File: config.mk
export PLATFORM = sky130hd
export DESIGN_NAME = imsu_ctrl
export DESIGN_NICKNAME = d
export VERILOG_FILES = /design/src/rtl/core/imsu_pkg.sv /design/src/rtl/core/imsu_ctrl.sv
export SDC_FILE = /design/constraint.sdc
export NUM_CORES = 1
export LEC_CHECK = 0
export BUFFER_PORTS_ARGS = -buffer_cell sky130_fd_sc_hd__buf_2
export CAP_MARGIN = 20
export CORE_MARGIN = 1.5
export CORE_UTILIZATION = 45
export CTS_BUF_LIST = sky130_fd_sc_hd__clkbuf_8 sky130_fd_sc_hd__clkbuf_16
export DETAILED_ROUTE_END_ITERATION = 8
export PLACE_DENSITY = 0.7
export SLEW_MARGIN = 20
export SYNTH_ARGS = -nofsm -noshare
export SYNTH_HDL_FRONTEND = slang
export SYNTH_SLANG_ARGS = --single-unit
File: constraint.sdc
create_clock -name clock -period 1.9 [get_ports clock]
set_input_delay 0.57 -clock clock [delete_from_list [all_inputs] [get_ports clock]]
set_output_delay 0.57 -clock clock [all_outputs]
set_load 0.03 [all_outputs]
File: src/rtl/core/imsu_pkg.sv
// ----------------------------------------------------------------------------
// imsu_pkg - shared types and constants for the Ising spin update core
// Widths, request and status codes, controller states and the command and
// status bundles exchanged between the controller and the datapath.
// ----------------------------------------------------------------------------
`default_nettype none

package imsu_pkg;

   localparam int NODE_W     = 12;
   localparam int MAX_NODES  = 1 << NODE_W;
   localparam int NCNT_W     = NODE_W + 1;
   localparam int MAX_DEGREE = 6;
   localparam int SLOT_W     = 3;
   localparam int TBL_AW     = NODE_W + SLOT_W;
   localparam int ENTRY_W    = NODE_W + 1;
   localparam int FRAC_W     = 16;
   localparam int NUM_LEVELS = 6;
   localparam int LVL_W      = 3;
   localparam int ACC_W      = 4;
   localparam int TWICE_W    = 16;
   localparam int ENERGY_W   = 15;
   localparam int MAGNET_W   = 14;
   localparam int REQ_W      = 3;
   localparam int STATUS_W   = 2;
   localparam int CSR_IDX_W  = 3;
   localparam int CSR_DATA_W = 16;

   typedef enum logic [REQ_W-1:0] {
      REQ_LOAD_EDGE = 3'd0,
      REQ_SET_SPIN  = 3'd1,
      REQ_UPDATE    = 3'd2,
      REQ_COMMIT    = 3'd3,
      REQ_MEASURE   = 3'd4
   } req_kind_type;

   typedef enum logic [STATUS_W-1:0] {
      STATUS_OK    = 2'd0,
      STATUS_FULL  = 2'd1,
      STATUS_RANGE = 2'd2
   } status_type;

   typedef enum logic [CSR_IDX_W-1:0] {
      CSR_NODE_COUNT = 3'd0,
      CSR_DEFERRED   = 3'd1,
      CSR_LEVEL_1    = 3'd2,
      CSR_LEVEL_2    = 3'd3,
      CSR_LEVEL_3    = 3'd4,
      CSR_LEVEL_4    = 3'd5,
      CSR_LEVEL_5    = 3'd6,
      CSR_LEVEL_6    = 3'd7
   } csr_index_type;

   typedef enum logic [4:0] {
      ST_CLEAR,
      ST_IDLE,
      ST_READ_A,
      ST_READ_B,
      ST_EDGE_CHK,
      ST_EDGE_A,
      ST_EDGE_B,
      ST_SET,
      ST_MEAS_INIT,
      ST_NODE_RD,
      ST_NODE_CAP,
      ST_WALK_TBL,
      ST_WALK_SPIN,
      ST_WALK_ACC,
      ST_NODE_END,
      ST_MEAS_DONE,
      ST_COMMIT_RD,
      ST_COMMIT_WR,
      ST_RESP
   } state_type;

   typedef enum logic [3:0] {
      DP_NOP,
      DP_CLEAR,
      DP_ACCEPT,
      DP_READ_B,
      DP_EDGE_CHK,
      DP_EDGE_A,
      DP_EDGE_B,
      DP_SET,
      DP_MEAS_INIT,
      DP_NODE_CAP,
      DP_WALK_SPIN,
      DP_WALK_ACC,
      DP_UPD_END,
      DP_MEAS_END,
      DP_COMMIT_WR
   } dp_act_type;

   typedef enum logic [2:0] {
      RK_NONE,
      RK_CODE,
      RK_SET,
      RK_UPD,
      RK_MEAS
   } res_kind_type;

   typedef struct packed {
      dp_act_type   act;
      res_kind_type stage;
      status_type   code;
      logic         rsp_load;
   } dp_cmd_type;

   typedef struct packed {
      logic a_out;
      logic b_out;
      logic fits;
      logic cnt_zero;
      logic walk_last;
      logic node_last;
      logic n_zero;
      logic sweep_last;
      logic rsp_free;
   } dp_stat_type;

endpackage

`default_nettype wire

File: src/rtl/core/imsu_ctrl.sv
// ----------------------------------------------------------------------------
// imsu_ctrl - request sequencer
// Steps each request through memory reads, neighbor walk, sweeps and the
// response slot by issuing one datapath command per cycle.
// ----------------------------------------------------------------------------
`default_nettype none

module imsu_ctrl (
   input  wire logic                      clock,
   input  wire logic                      reset,
   input  wire logic                      req_valid,
   output logic                           req_ready,
   input  wire logic [imsu_pkg::REQ_W-1:0] req_type,
   input  wire imsu_pkg::dp_stat_type     stat,
   output imsu_pkg::dp_cmd_type           cmd
);

   imsu_pkg::state_type             state_ff, state_in;
   logic [imsu_pkg::REQ_W-1:0]      op_ff, op_in;
   logic                            range_err;

   assign range_err = stat.a_out ||
                      ((op_ff == imsu_pkg::REQ_LOAD_EDGE) && stat.b_out);

   always_ff @(posedge clock) begin
      if (reset) begin
         state_ff <= imsu_pkg::ST_CLEAR;
         op_ff    <= '0;
      end else begin
         state_ff <= state_in;
         op_ff    <= op_in;
      end
   end

   // next state
   always_comb begin
      state_in = state_ff;
      op_in    = op_ff;
      case (state_ff)
         imsu_pkg::ST_CLEAR: begin
            if (stat.sweep_last) state_in = imsu_pkg::ST_IDLE;
         end
         imsu_pkg::ST_IDLE: begin
            if (req_valid) begin
               op_in = req_type;
               case (req_type)
                  imsu_pkg::REQ_LOAD_EDGE,
                  imsu_pkg::REQ_SET_SPIN,
                  imsu_pkg::REQ_UPDATE:  state_in = imsu_pkg::ST_READ_A;
                  imsu_pkg::REQ_COMMIT:  state_in = imsu_pkg::ST_COMMIT_RD;
                  imsu_pkg::REQ_MEASURE: state_in = imsu_pkg::ST_MEAS_INIT;
                  default:               state_in = imsu_pkg::ST_RESP;
               endcase
            end
         end
         imsu_pkg::ST_READ_A: begin
            if (range_err)                           state_in = imsu_pkg::ST_RESP;
            else if (op_ff == imsu_pkg::REQ_LOAD_EDGE) state_in = imsu_pkg::ST_READ_B;
            else if (op_ff == imsu_pkg::REQ_SET_SPIN)  state_in = imsu_pkg::ST_SET;
            else                                     state_in = imsu_pkg::ST_NODE_CAP;
         end
         imsu_pkg::ST_READ_B:   state_in = imsu_pkg::ST_EDGE_CHK;
         imsu_pkg::ST_EDGE_CHK: begin
            state_in = stat.fits ? imsu_pkg::ST_EDGE_A : imsu_pkg::ST_RESP;
         end
         imsu_pkg::ST_EDGE_A:   state_in = imsu_pkg::ST_EDGE_B;
         imsu_pkg::ST_EDGE_B:   state_in = imsu_pkg::ST_RESP;
         imsu_pkg::ST_SET:      state_in = imsu_pkg::ST_RESP;
         imsu_pkg::ST_MEAS_INIT: begin
            state_in = stat.n_zero ? imsu_pkg::ST_MEAS_DONE : imsu_pkg::ST_NODE_RD;
         end
         imsu_pkg::ST_NODE_RD:  state_in = imsu_pkg::ST_NODE_CAP;
         imsu_pkg::ST_NODE_CAP: begin
            state_in = stat.cnt_zero ? imsu_pkg::ST_NODE_END : imsu_pkg::ST_WALK_TBL;
         end
         imsu_pkg::ST_WALK_TBL:  state_in = imsu_pkg::ST_WALK_SPIN;
         imsu_pkg::ST_WALK_SPIN: state_in = imsu_pkg::ST_WALK_ACC;
         imsu_pkg::ST_WALK_ACC: begin
            state_in = stat.walk_last ? imsu_pkg::ST_NODE_END : imsu_pkg::ST_WALK_TBL;
         end
         imsu_pkg::ST_NODE_END: begin
            if (op_ff == imsu_pkg::REQ_UPDATE) state_in = imsu_pkg::ST_RESP;
            else if (stat.node_last)           state_in = imsu_pkg::ST_MEAS_DONE;
            else                               state_in = imsu_pkg::ST_NODE_RD;
         end
         imsu_pkg::ST_MEAS_DONE: state_in = imsu_pkg::ST_RESP;
         imsu_pkg::ST_COMMIT_RD: state_in = imsu_pkg::ST_COMMIT_WR;
         imsu_pkg::ST_COMMIT_WR: begin
            state_in = stat.sweep_last ? imsu_pkg::ST_RESP : imsu_pkg::ST_COMMIT_RD;
         end
         imsu_pkg::ST_RESP: begin
            if (stat.rsp_free) state_in = imsu_pkg::ST_IDLE;
         end
         default: state_in = imsu_pkg::ST_IDLE;
      endcase
   end

   // outputs
   always_comb begin
      req_ready    = 1'b0;
      cmd.act      = imsu_pkg::DP_NOP;
      cmd.stage    = imsu_pkg::RK_NONE;
      cmd.code     = imsu_pkg::STATUS_OK;
      cmd.rsp_load = 1'b0;
      case (state_ff)
         imsu_pkg::ST_CLEAR: cmd.act = imsu_pkg::DP_CLEAR;
         imsu_pkg::ST_IDLE: begin
            req_ready = 1'b1;
            if (req_valid) begin
               cmd.act = imsu_pkg::DP_ACCEPT;
               if (!(req_type inside {imsu_pkg::REQ_LOAD_EDGE, imsu_pkg::REQ_SET_SPIN,
                                      imsu_pkg::REQ_UPDATE, imsu_pkg::REQ_COMMIT,
                                      imsu_pkg::REQ_MEASURE})) begin
                  cmd.stage = imsu_pkg::RK_CODE;
               end
            end
         end
         imsu_pkg::ST_READ_A: begin
            if (range_err) begin
               cmd.stage = imsu_pkg::RK_CODE;
               cmd.code  = imsu_pkg::STATUS_RANGE;
            end
         end
         imsu_pkg::ST_READ_B: cmd.act = imsu_pkg::DP_READ_B;
         imsu_pkg::ST_EDGE_CHK: begin
            cmd.act = imsu_pkg::DP_EDGE_CHK;
            if (!stat.fits) begin
               cmd.stage = imsu_pkg::RK_CODE;
               cmd.code  = imsu_pkg::STATUS_FULL;
            end
         end
         imsu_pkg::ST_EDGE_A: cmd.act = imsu_pkg::DP_EDGE_A;
         imsu_pkg::ST_EDGE_B: begin
            cmd.act   = imsu_pkg::DP_EDGE_B;
            cmd.stage = imsu_pkg::RK_CODE;
         end
         imsu_pkg::ST_SET: begin
            cmd.act   = imsu_pkg::DP_SET;
            cmd.stage = imsu_pkg::RK_SET;
         end
         imsu_pkg::ST_MEAS_INIT: cmd.act = imsu_pkg::DP_MEAS_INIT;
         imsu_pkg::ST_NODE_CAP:  cmd.act = imsu_pkg::DP_NODE_CAP;
         imsu_pkg::ST_WALK_SPIN: cmd.act = imsu_pkg::DP_WALK_SPIN;
         imsu_pkg::ST_WALK_ACC:  cmd.act = imsu_pkg::DP_WALK_ACC;
         imsu_pkg::ST_NODE_END: begin
            if (op_ff == imsu_pkg::REQ_UPDATE) begin
               cmd.act   = imsu_pkg::DP_UPD_END;
               cmd.stage = imsu_pkg::RK_UPD;
            end else begin
               cmd.act = imsu_pkg::DP_MEAS_END;
            end
         end
         imsu_pkg::ST_MEAS_DONE: cmd.stage = imsu_pkg::RK_MEAS;
         imsu_pkg::ST_COMMIT_WR: begin
            cmd.act = imsu_pkg::DP_COMMIT_WR;
            if (stat.sweep_last) cmd.stage = imsu_pkg::RK_CODE;
         end
         imsu_pkg::ST_RESP: cmd.rsp_load = stat.rsp_free;
         default: cmd.act = imsu_pkg::DP_NOP;
      endcase
   end

endmodule

`default_nettype wire

==> results.md <==
- Status: finished with violations
- Failing checks: negative setup slack
- Hold Path Class: reg -> reg
- Clock buffer count from CTS: 3
- GRT Total Usage: 0.318
- Vias: 1461
- Buffers on Ports: 25
- Final ANT Viol Nets: 0
- Leak: 0.827 nW
- Area grow syn2layout: 89.1%
- Worst setup margin: -302 ps
- Antenna violations before repair: 0
- Initial core utilization: 0.489
- Syn_nets: 144
- Core area: 2000 sq um
- Period utilisation layout: 1.16
- Setup slack at placement: -279 ps
- CTS root buf: clkbuf_8
- Vias per cell: 6.49
- Die height: 49.6 um
- Final net count: 215
- Fillers: 79
- Number of synthesized flops with an enable pin: 0
- Synth Instances: 129
- Clock transition at the registers of the reported paths: 40 ps
- Final setup fails: 10
- Clk buf depth: 2
- Final hold violations: 0
- MaxCap Viol Count: 0
- First-pass GRT wire length: 5910 um
- Proportion of layout cells with a drive suffix above 1: 0.616
- DR DRC count: 0
- Post-synthesis sequential area ratio: 0.164
- Fmax: 454 MHz
- Async SR Flop Fraction: 0
- Worst Path Arrival: 1630 ps
- # IOs: 26
- Most frequent cells in the layout: buf_4 (41), buf_6 (15), buf_2 (13), nor2_1 (12), o21ai_0 (9)
- Synth Register Bits: 8
- H-tree levels: 1
- Synth Cell Area: 978 sq um
- Area of the multi-input gates: 905 sq um
- Crit path launch type: flop
- Vias in the first global route: 1278
- Gpl congestion: 0.964
- Iteration-0 DRC Markers: 82
- Slew HR: 0.665
- Slew Limit Fails: 0
- Setup TNS: -1460 ps
- Final WL: 4800 um
- Post-CTS Hold Buffers: 0
- Peak supply drop: 0.730 mV
- CTS sink cnt: 8
- Routed len/inst: 21.3 um
- CP Max Fanout: 5
- Required @ worst endpoint: 1330 ps
- Pwr dens: 487 nW/um^2
- Pin count of the biggest net entering global routing: 16
- Row cnt: 16
- Final Skew: 0.887 ps
- Placed Cells: 202
- Fin crit period: 2200 ps
- Clock latency on the worst-skew pair: 230 ps
- Final Non-Filler Cells: 225
- Drt first pass iters: 4
- Commonest non-fill, non-tap cell in the layout: buf_4
- Grt total ovfl: 0
- Diode count: 0
- Syn Area/Cell: 7.58 sq um
- CTS tree: done
- Die X-Extent: 49.6 um
- Die ar.: 2460 sq um
- Synth Flop Type: dfxtp_1
- Unrepaired setup endpoints after global routing: yes
- Util after Layout: 0.924
- WHS: 587 ps
- Post-DP HPWL: 2500 um
- Synth unique cells: 46
- Pin slew with the least headroom to its limit: 497 ps
- Synthesis Warnings: 0
- Setup Crit Path Kind: reg -> out
- Reg area: 181 sq um
- Crit end category: output pin
-- synthesized netlist by cell type, drive strengths merged (3+ instances only) --
| cell type | number | share of area |
|---|---|---|
| o211ai | 3 | 0.023 |
| inv | 4 | 0.015 |
| a21oi | 12 | 0.061 |
| nor3 | 7 | 0.046 |
| o21ai | 10 | 0.051 |
| buf | 9 | 0.063 |
| mux2i | 4 | 0.041 |
| nand2 | 5 | 0.027 |
| nor2 | 14 | 0.054 |
| a211oi | 3 | 0.023 |
| and2b | 4 | 0.031 |
| nand2b | 4 | 0.026 |
| dfxtp | 8 | 0.16 |
| and3b | 3 | 0.027 |
| nor3b | 7 | 0.086 |
-- sequential cells by signal, summed over array words and instances, names as in the netlist --
signal,count
op_ff,3
state_ff,5
-- power by group --
group	switching (mW)	internal, mW	total [mW]
logic	0.244	0.255	0.499
registers	0.0221	0.177	0.199
clock network	0.0664	0.137	0.204
total	0.332	0.570	0.902
-- cells by family (layout without fill, tap and decap cells) --
| family | count (synthesis) | count (layout) | synth area share |
|---|---|---|---|
| flip-flops | 8 | 8 | 0.164 |
| AND/OR/NAND/NOR | 61 | 61 | 0.419 |
| buffers and inverters | 13 | 82 | 0.0780 |
| AO/OA/AOI/OAI | 43 | 43 | 0.298 |
| multiplexers | 4 | 4 | 0.0409 |
-- worst paths after layout --
check	startpoint	endpoint	slack, ps	cells past startpoint
setup / recovery	state_ff[4]	cmd[3]	-300	6
hold / removal	op_ff[1]	op_ff[1]	590	2
setup reg to reg	state_ff[1]	state_ff[4]	140	7
hold reg to reg	op_ff[1]	op_ff[1]	590	2
-- repair_timing --
item,CTS,global route
setup buffers,6,11
pin swaps,12,7
gates cloned,1,2
resized for setup,42,23
setup endpoints to repair,11,11
-- final cells by class --
type | instances | share of cell area
inverter | 4 | 0.00811
tap | 27 | 0.0183
clock buffer | 3 | 0.0223
multi-input combinational | 108 | 0.489
timing repair buffer | 75 | 0.364
sequential | 8 | 0.0980
-- worst max-delay path: stages, from the launching register on --
cell and delay [ps]:
dfxtp_4 360, buf_4 140, nor2b_2 160, and3_4 150, a211oi_4 270, o211ai_1 130
buf_4 180
-- routing by layer --
layer / wire length [um] / up-vias / global-route usage
met1: 1780 / 646 / 0.396
met4: 375 / 0 / 0.236
met2: 2130 / 139 / 0.493
met5: 0 / - / 0
li1: - / 633 / -
met3: 507 / 43 / 0.0485
-- stage by stage --
| step | instance area, sq um | power [mW] |
|---|---|---|
| floorplan | 1040 | 0.404 |
| global placement | 1370 | 0.501 |
| detailed placement | 1370 | 0.507 |
| CTS | 1620 | 0.797 |
| global route | 1850 | 0.927 |
| finish | 1850 | 0.902 |
(Power assumes the default switching activity.)
